--- config.mk ---
export PLATFORM = sky130hd
export DESIGN_NAME = kwm_cell
export DESIGN_NICKNAME = d
export VERILOG_FILES = /design/src/rtl/kwm_pkg.sv /design/src/rtl/kwm_cell.sv
export SDC_FILE = /design/constraint.sdc
export NUM_CORES = 1
export LEC_CHECK = 0
export BUFFER_PORTS_ARGS = -buffer_cell sky130_fd_sc_hd__buf_4
export CAP_MARGIN = 20
export CORE_MARGIN = 5
export CORE_UTILIZATION = 30
export CTS_CLUSTER_DIAMETER = 50
export DETAILED_ROUTE_END_ITERATION = 10
export GPL_TIMING_DRIVEN = 1
export PLACE_DENSITY = 0.63
export SKIP_LAST_GASP = 1
export SLEW_MARGIN = 20
export SYNTH_ARGS = -nofsm -noshare
export SYNTH_HDL_FRONTEND = slang
export SYNTH_SLANG_ARGS = --single-unit
--- constraint.sdc ---
create_clock -name clk_i -period 3.85 [get_ports clk_i]
set_input_delay 0.77 -clock clk_i [delete_from_list [all_inputs] [get_ports clk_i]]
set_output_delay 0.77 -clock clk_i [all_outputs]
set_load 0.005 [all_outputs]
--- src/rtl/kwm_pkg.sv ---
// Shared constants and types for the sorted k-way merge with duplicate removal.
package kwm_pkg;

  localparam int unsigned MAX_STREAMS_DEF = 256;
  localparam int unsigned DOC_BITS        = 32;
  localparam int unsigned SIDX_BITS       = 8;
  localparam int unsigned CFG_BITS        = 9;

  typedef enum logic [2:0] {
    OP_HOLD,
    OP_CLEAR,
    OP_INSERT,
    OP_REPLACE,
    OP_DELETE
  } op_e;

endpackage

--- src/rtl/kwm_cell.sv ---
// One cell of the sorted entry chain: holds one (id, stream) entry and shifts with its neighbours.
module kwm_cell #(
  parameter int unsigned IW    = 8,
  parameter bit          FIRST = 1'b0
) (
  input  logic                         clk_i,
  input  logic                         rst_ni,
  input  kwm_pkg::op_e                 op_i,
  input  logic [kwm_pkg::DOC_BITS-1:0] new_doc_i,
  input  logic [IW-1:0]                new_idx_i,
  input  logic                         left_valid_i,
  input  logic [kwm_pkg::DOC_BITS-1:0] left_doc_i,
  input  logic [IW-1:0]                left_idx_i,
  input  logic                         left_lt_i,
  input  logic                         right_valid_i,
  input  logic [kwm_pkg::DOC_BITS-1:0] right_doc_i,
  input  logic [IW-1:0]                right_idx_i,
  input  logic                         right_lt_i,
  output logic                         valid_o,
  output logic [kwm_pkg::DOC_BITS-1:0] doc_o,
  output logic [IW-1:0]                idx_o,
  output logic                         lt_o
);

  logic                         valid_q, valid_d;
  logic [kwm_pkg::DOC_BITS-1:0] doc_q, doc_d;
  logic [IW-1:0]                idx_q, idx_d;
  logic                         lt;

  // An empty cell counts as larger than any entry.
  assign lt = !valid_q || (new_doc_i < doc_q) || ((new_doc_i == doc_q) && (new_idx_i < idx_q));

  always_comb begin
    valid_d = valid_q;
    doc_d   = doc_q;
    idx_d   = idx_q;
    case (op_i)
      kwm_pkg::OP_CLEAR: begin
        valid_d = 1'b0;
      end
      kwm_pkg::OP_INSERT: begin
        if (lt) begin
          if (left_lt_i) begin
            valid_d = left_valid_i;
            doc_d   = left_doc_i;
            idx_d   = left_idx_i;
          end else begin
            valid_d = 1'b1;
            doc_d   = new_doc_i;
            idx_d   = new_idx_i;
          end
        end
      end
      kwm_pkg::OP_REPLACE: begin
        if (right_lt_i) begin
          if (!(lt && !FIRST)) begin
            valid_d = 1'b1;
            doc_d   = new_doc_i;
            idx_d   = new_idx_i;
          end
        end else begin
          valid_d = right_valid_i;
          doc_d   = right_doc_i;
          idx_d   = right_idx_i;
        end
      end
      kwm_pkg::OP_DELETE: begin
        valid_d = right_valid_i;
        doc_d   = right_doc_i;
        idx_d   = right_idx_i;
      end
      default: begin
        valid_d = valid_q;
      end
    endcase
  end

  always_ff @(posedge clk_i or negedge rst_ni) begin
    if (!rst_ni) begin
      valid_q <= 1'b0;
    end else begin
      valid_q <= valid_d;
    end
  end

  always_ff @(posedge clk_i) begin
    doc_q <= doc_d;
    idx_q <= idx_d;
  end

  assign valid_o = valid_q;
  assign doc_o   = doc_q;
  assign idx_o   = idx_q;
  assign lt_o    = lt;

endmodule
After elaboration in Yosys (flattened, before gate mapping). Index checks and enable logic that the tools add are counted.

Logic and storage cells: 35. Output and inout port bits: 42. Input port bits: 129. Flip-flop bits (word level): 41.

$lt $le $gt $ge: 2. Multiplexer cells: 15. Reduce and logical (&&, ||, !) cells: 8. Equality and inequality tests: 7.

Operators by type and width (count): $mux 32 (4); $pmux 32 s3 (1); $eq 32x32->1 (1); $lt 32x32->1 (1); $mux 8 (4); $pmux 8 s3 (1); $lt 8x8->1 (1); $eq 3x2->1 const B (2); $reduce_and 3->1 (2); $mux 1 (4); $pmux 1 s4 (1); $reduce_bool 4->1 (1); $eq 3x1->1 const B (1); $eq 3x3->1 const B (1); $ne 3x3->1 const B (1); $reduce_bool 3->1 (1); $logic_or 1x1->1 (2); $ne 2x2->1 const B (1); $logic_and 1x1->1 (1); $logic_not 1->1 (1).

Logic depth before layout (Yosys ltp). Gate-level depths: netlist (run 1).

Depth in word-level cells: 6. Gate-level depth with buffers: 10.

Worst setup path before layout (run 1). No wires, ideal clock.

Kind: in2reg. Start: input new_doc_i[30] (netlist name). End: register doc_q, in the netlist doc_o[0] (enable). Stages on the path: 7. Data arrival time: 3.202 ns. Setup time: 0.404 ns. Slack: 0.245 ns. Path through: ha_1 > nand4_2 > or4_1 > nor3_1 > o31ai_1 > a21oi_1 > nand2b_1.

Longest elaborated chain between the ends: 5. Elaborated cells on any way between the ends: 8. Classes of those cells: 1 x order compare; 3 x eq/ne; 4 x reduce/logical.

Ends and longest elaborated chain: start: declaration (line kwm_cell.sv:9) `input logic [kwm_pkg::DOC_BITS-1:0] new_doc_i,`; $lt 32x32->1 or $eq 32x32->1 (tied branches) (line kwm_cell.sv:31) `assign lt = !valid_q || (new_doc_i < doc_q) || ((new_doc_i == doc_q) && (new_idx_i < idx_q));`; $logic_or 1x1->1 or $logic_and 1x1->1 (tied branches) (line kwm_cell.sv:31); $logic_or 1x1->1 (*) (line kwm_cell.sv:31); via lt_o (line kwm_cell.sv:22) `output logic lt_o`; $ne 3x3->1 (no source line) or $ne 2x2->1 (tied branches); $reduce_and 3->1 (no source line) (*); end signal: assignment (line kwm_cell.sv:87) `doc_q <= doc_d;`; end: declaration (line kwm_cell.sv:26) `logic [kwm_pkg::DOC_BITS-1:0] doc_q, doc_d;`.

Mark *: on every way through the listed nets, which the timed path passes. The rest lies on a longest branch. A chain may end at the register's enable or synchronous reset.

Worst setup path in the final report (run 1).
Start: input new_doc_i[30] (netlist name). End: output lt_o.

Longest elaborated chain between the ends: 3. Elaborated cells on any way between the ends: 5. Classes of those cells: 1 x order compare; 1 x eq/ne; 3 x reduce/logical.

Ends and longest elaborated chain (line): $lt 32x32->1 or $eq 32x32->1 (tied branches) (kwm_cell.sv:31); $logic_or 1x1->1 or $logic_and 1x1->1 (tied branches) (kwm_cell.sv:31); $logic_or 1x1->1 (*) (kwm_cell.sv:31); end: declaration (kwm_cell.sv:22).

Every way passes the cells marked *; elsewhere a longest branch is shown, timed or not.

==> impl_metrics.env, run 1 <==
export IMPL_outcome="completed"
export IMPL_end_kind="primary output"
export IMPL_globalRouteOverflowTotal=0
export IMPL_slew_viol_final=0
export IMPL_ant_nets=0
export IMPL_grt_pass1_vias=2993
export IMPL_dpl_instance_area_mm2=0.00442
export IMPL_grt_pass1_wl_um=14300
export IMPL_vias=2977
export IMPL_synth_top_cell_area_share=0.405
export IMPL_yosys_register_bits=41
export IMPL_postCtsHoldBufs=0
export IMPL_leakagePower_nw=2.31
export IMPL_synthesis_nets=469
export IMPL_yosys_warnings=0
export IMPL_root_buffer="clkbuf_8"
export IMPL_gp_congestion=0.804
export IMPL_nets=638
export IMPL_cap_violations=0
export IMPL_synth_area_mm2=0.00297
export IMPL_routed_wl_um=9590
export IMPL_synth_edf_count=40
export IMPL_slowest_delay_ns=0.60
export IMPL_synth_top_cell_by_area="edfxtp_1"
export IMPL_fin_crit_ns=3.32
export IMPL_ys_seq_area_frac=0.413
export IMPL_clock_sinks=41
export IMPL_slew_limit_headroom=0.421
export IMPL_crit_top_cell="buf_4"
export IMPL_dpl_hpwl_um=7660
export IMPL_stdcell_area_mm2=0.00455
export IMPL_syn_inst=301
export IMPL_fp_dieH_um=109
export IMPL_grt_util_all_layers=0.152
export IMPL_synth_async_reset_ratio=0.0244
export IMPL_worstSkewPairLatency_ns=0.29
export IMPL_p_per_area_mw_per_mm2=295
export IMPL_timing_critical_path_buf_inv=3
export IMPL_crit_path_start_kind="primary input"
export IMPL_cp_top_family="simple AND/OR/NAND/NOR gates"
export IMPL_port_buffers=170
export IMPL_peakVddDrop_v=0.000193
export IMPL_grt_max_degree=41
export IMPL_tns_ns=0
export IMPL_drt_first_pass_iters=5
export IMPL_required_ns=3.08
export IMPL_max_freq_ghz=0.301
export IMPL_cp_slowest_cell="or4_1"
export IMPL_die_area_mm2=0.0120
export IMPL_hold_viol_final=0
export IMPL_worst_r2r_cell_count=10
export IMPL_worst_path_stages=8
export IMPL_worst_pin_slew_ns=0.869
export IMPL_htree_num_levels=2
export IMPL_io_pins=171
export IMPL_finalSetupViolations=0
export IMPL_cp_arrival_ns=2.55
export IMPL_synth_most_common_cell="inv_1"
export IMPL_layout_drive_gt1_share=0.399
export IMPL_hold_ws_ns=0.238
export IMPL_synth_flop_cell="edfxtp_1"
export IMPL_syn_area_per_cell_um2=9.86
export IMPL_critical_path_cell_chain="buf_4 -> ha_1 -> nand4_2 -> or4_1 -> nor3_1 -> o31ai_1 -> buf_4 -> buf_4"
export IMPL_num_antenna_cells=0
export IMPL_core_area_mm2=0.00973
export IMPL_initial_core_util=0.305
export IMPL_postCtsSetupBuffers=0
export IMPL_die_w_um=109
export IMPL_drtIter0Drc=381
export IMPL_synth_common_cells="inv_1, a222oi_1, edfxtp_1, ha_1, a21oi_1"
export IMPL_area_delta_synth_final_pct=53.4
export IMPL_cts_inserted_buffers=5
export IMPL_rows=36
export IMPL_yosys_top_cells_area="edfxtp_1, ha_1, a222oi_1"
export IMPL_antenna_found_initial=0
export IMPL_cts_tree="done"
export IMPL_cts_clk_slew_worst_paths_ns=0.08
export IMPL_min_path_type="in2async"
export IMPL_vias_per_cell=4.93
export IMPL_clock_skew_ns=0.00725
export IMPL_rsz0062_at_grt="no"
export IMPL_cts_resized=0
export IMPL_drcViolationCount=0
export IMPL_path_class="in2out"
export IMPL_finalCritPeriodShare=0.862
export IMPL_wl_per_cell_um=15.9
export IMPL_synthDistinctLibCells=35
export IMPL_clock_path_buffers=2
export IMPL_critPathMaxFanout=5
## metal layers
| layer | GRT usage | vias to the layer above | routed length [um] |
|---|---|---|---|
| met5 | 0 | - | 0 |
| met4 | 0.0472 | 0 | 168 |
| met3 | 0.0558 | 13 | 1070 |
| met2 | 0.257 | 134 | 4480 |
| met1 | 0.179 | 1352 | 3860 |
| li1 | - | 1478 | - |
## report_power, final
part / switching [mW] / internal [mW] / total (mW)
clock network: 0.156 / 0.192 / 0.347
registers: 0.0206 / 0.545 / 0.565
logic: 0.198 / 0.230 / 0.429
total: 0.375 / 0.967 / 1.34
## cell type report
type,instances,area [um^2]
Timing Repair Buffer,175,1350
Inverter,83,312
Clock buffer,6,72.6
Tap cell,133,166
Fill cell,938,5180
Multi-Input combinational cell,164,1400
Sequential cell,41,1230
Clock inverter,2,33.8
## cells in the final DEF (no fill, tap or decap), types with 2 or more instances in the layout
cell / instances
a211oi_1: 2
a21oi_1: 18
a222oi_1: 40
buf_4: 173
clkbuf_8: 5
edfxtp_1: 40
ha_1: 39
inv_1: 83
nand2_1: 11
nand2b_1: 4
nand3_1: 5
nand4_1: 5
nor2_1: 6
nor3_1: 5
nor4_1: 2
o21ai_0: 4
o21ai_1: 3
## cells by family (layout without fill, tap and decap cells)
group / Yosys count / count (layout) / share of synthesized area
fa+ha+maj: 39 / 39 / 0.164
flops: 41 / 41 / 0.413
buf+inv: 96 / 266 / 0.121
mux: 1 / 1 / 0.00380
compound gates: 80 / 80 / 0.218
simple gates: 44 / 44 / 0.0784
## state kept, by name (all words and copies together) (netlist names)
register	cells
valid_o	1
idx_o	8
doc_o	32
## through the flow
stage | std cells | utilization | total power [mW] | setup WS (ns)
after floorplan | 301 | - | 0.770 | 0.245
after CTS | 603 | 0.465 | 1.36 | 0.525
final | 604 | 0.468 | 1.34 | 0.530
after detailed placement | 595 | 0.454 | 1.01 | 0.525
after global placement | 595 | 0.454 | 0.999 | 0.554
after global routing | 604 | 0.468 | 1.43 | 0.401
## path summary, 6_finish.rpt
kind                               start  slack (ns)       end
max reg2reg                    doc_o[30]        1.06  doc_o[2]
min                               rst_ni        0.24   valid_o
max                        new_doc_i[30]        0.53      lt_o
min in group clk_i               valid_o        0.57   valid_o
min reg2reg                      valid_o        0.57   valid_o
max in group asynchronous         rst_ni        3.53   valid_o
Power figures use the tool's default switching activity.
==> inputs of run 2 (changes only) <==
Settings changed: PLACE_DENSITY 0.63 to 0.66.
Clock period 3.85 ns to 2.75 ns, I/O delays scaled along.
==> run 2 against run 1 <==
Net effect:
- the run now ends with setup timing left
- first-iteration DRC count is 13% lower
- critical endpoint unchanged
- worst setup slack worse by 0.55 ns
- design area is 7.6% higher
- clock power is 10% higher
- largest power group unchanged
- total power is 39% higher
- sequential share of layout area is 1.9 points lower
- utilization is 3.6 points higher
- global-route usage is 0.78 points higher
- die area stayed put
- clock skew is 0.0023 ns higher
==> impl_metrics.env, run 2 (synthesized netlist as in run 1, its figures left out) <==
export IMPL_clock_path_buffers=2
export IMPL_clock_sinks=41
export IMPL_worstSkewPairLatency_ns=0.29
export IMPL_nets=664
export IMPL_cts_tree="done"
export IMPL_grt_max_degree=41
export IMPL_root_buffer="clkbuf_8"
export IMPL_end_kind="primary output"
export IMPL_holdPathEnd="idx_o[3]"
export IMPL_power_mw=1.87
export IMPL_rr_startpoint="doc_o[26]"
export IMPL_drcViolationCount=0
export IMPL_antenna_found_initial=0
export IMPL_required_ns=2.20
export IMPL_core_area_mm2=0.00973
export IMPL_outcome="finished with violations"
export IMPL_rsz0062_at_grt="yes"
export IMPL_stdcell_count=630
export IMPL_grt_util_all_layers=0.160
export IMPL_fp_dieH_um=109
export IMPL_slew_viol_final=0
export IMPL_io_pins=171
export IMPL_routed_wl_um=10200
export IMPL_htree_num_levels=2
export IMPL_critical_path_cell_chain="inv_2 -> ha_4 -> nand4_1 -> or4_4 -> nor3_4 -> o31ai_4 -> buf_4"
export IMPL_grt_pass1_wl_um=14900
export IMPL_layout_drive_gt1_share=0.467
export IMPL_cap_violations=0
export IMPL_leakagePower_nw=2.45
export IMPL_min_path_type="in2reg"
export IMPL_fin_crit_ns=2.77
export IMPL_die_w_um=109
export IMPL_drt_first_pass_iters=6
export IMPL_cp_arrival_ns=2.22
export IMPL_cts_inserted_buffers=5
export IMPL_clock_skew_ns=0.00954
export IMPL_violations="setup timing"
export IMPL_critPathMaxFanout=3
export IMPL_hold_ws_ns=0.524
export IMPL_r2r_end="doc_o[14]"
export IMPL_post_route_util=0.504
export IMPL_vias=3115
export IMPL_final_common_cell="buf_4"
export IMPL_finalWorstSetupSlack_ns=-0.0243
export IMPL_hold_viol_final=0
export IMPL_wl_per_cell_um=16.2
export IMPL_worst_pin_slew_ns=1.07
export IMPL_vias_per_cell=4.94
export IMPL_largest_register_ffs=32
export IMPL_hold_depth=3
export IMPL_die_area_mm2=0.0120
export IMPL_finalCritPeriodShare=1.01
export IMPL_finalSetupViolations=1
export IMPL_slowest_delay_ns=0.61
export IMPL_place_inst=612
export IMPL_initial_core_util=0.305
export IMPL_min_from="right_idx_i[3]"
export IMPL_final_cell_mix="buf_4, inv_1, a222oi_1, edfxtp_1, ha_1"
export IMPL_cp_slowest_cell="or4_4"
export IMPL_crit_path_start_kind="register"
export IMPL_port_buffers=170
export IMPL_dpl_worst_slack_ns=-0.252
export IMPL_rows=36
export IMPL_area_delta_synth_final_pct=65.2
export IMPL_path_class="reg2out"
export IMPL_cts_clk_slew_worst_paths_ns=0.08
export IMPL_max_freq_ghz=0.360
export IMPL_dpl_hpwl_um=8340
export IMPL_peakVddDrop_v=0.000173
export IMPL_slew_limit_headroom=0.284
export IMPL_gp_congestion=0.764
export IMPL_r2r_slack_ns=0.01
export IMPL_num_antenna_cells=0
export IMPL_worst_r2r_cell_count=10
export IMPL_globalRouteOverflowTotal=0
export IMPL_ant_nets=0
export IMPL_drtIter0Drc=333
export IMPL_p_per_area_mw_per_mm2=381
export IMPL_grt_pass1_vias=3089
==> run 2: cell types whose count changed in the layout (fill, tap and decap cells not counted), moves of 4 or more <==
cell / previous run / this run
buf_4: 173 / 195
ha_1: 39 / 34
ha_4: 0 / 5
inv_1: 83 / 79
inv_2: 0 / 4
==> run 2: critical path, delay by kind of cell (launching register included) <==
family                     cells  cell delay [ns]
buffers and inverters          2             0.21
adders and majority gates      1             0.25
and+or+nand+nor                3             0.97
DFF                            1             0.39
AOI/OAI and AO/OA              1             0.10
==> run 2: layout make-up <==
class / count / area, um^2
Clock buffer: 6 / 72.6
Clock inverter: 2 / 10.0
Fill cell: 939 / 4830
Inverter: 83 / 312
Multi-Input combinational cell: 164 / 1530
Sequential cell: 41 / 1230
Tap cell: 133 / 166
Timing Repair Buffer: 201 / 1580
==> run 2: routing by layer <==
layer  wire [um]  share of wire  GRT usage
met5           0              0          0
met4          87         0.0085     0.0312
met3        1040           0.10     0.0405
met2        5060           0.49      0.292
met1        4040           0.39      0.188
==> run 2: per-stage QoR <==
step	setup TNS [ns]	area, um^2
after global routing	-6.08	4900
after detailed placement	-10.20	4580
after global placement	-7.48	4580
after CTS	-1.18	4740
final	-0.0243	4900
after floorplan	0	2970
==> run 2: how the worst max path moves through the flow <==
stage | startpoint | slack (ns) | endpoint | cells after the start
floorplan | new_doc_i[30] | 0.02 | doc_o[0] | 7
global placement | new_doc_i[25] | -0.19 | valid_o | 10
detailed placement | new_doc_i[27] | -0.25 | valid_o | 10
CTS | doc_o[26] | -0.12 | lt_o | 7
global route | doc_o[27] | -0.16 | doc_o[11] | 10
finish | doc_o[26] | -0.02 | lt_o | 7
==> run 2: report_power, final <==
part	switching [mW]	total, mW	internal (mW)
sequential	0.0315	0.795	0.763
clock	0.207	0.383	0.176
combinational	0.308	0.691	0.383
==> run 2: timing repair <==
item / 4_1_cts / 5_1_grt
endpoints found under the setup margin: 25 / 42
endpoints found under the hold margin: 1 / 0
buffers inserted: 4 / 4
gates cloned: 0 / 2
gates resized for setup: 9 / 12
pin swaps: 5 / 8
hold buffers: 1 / 0
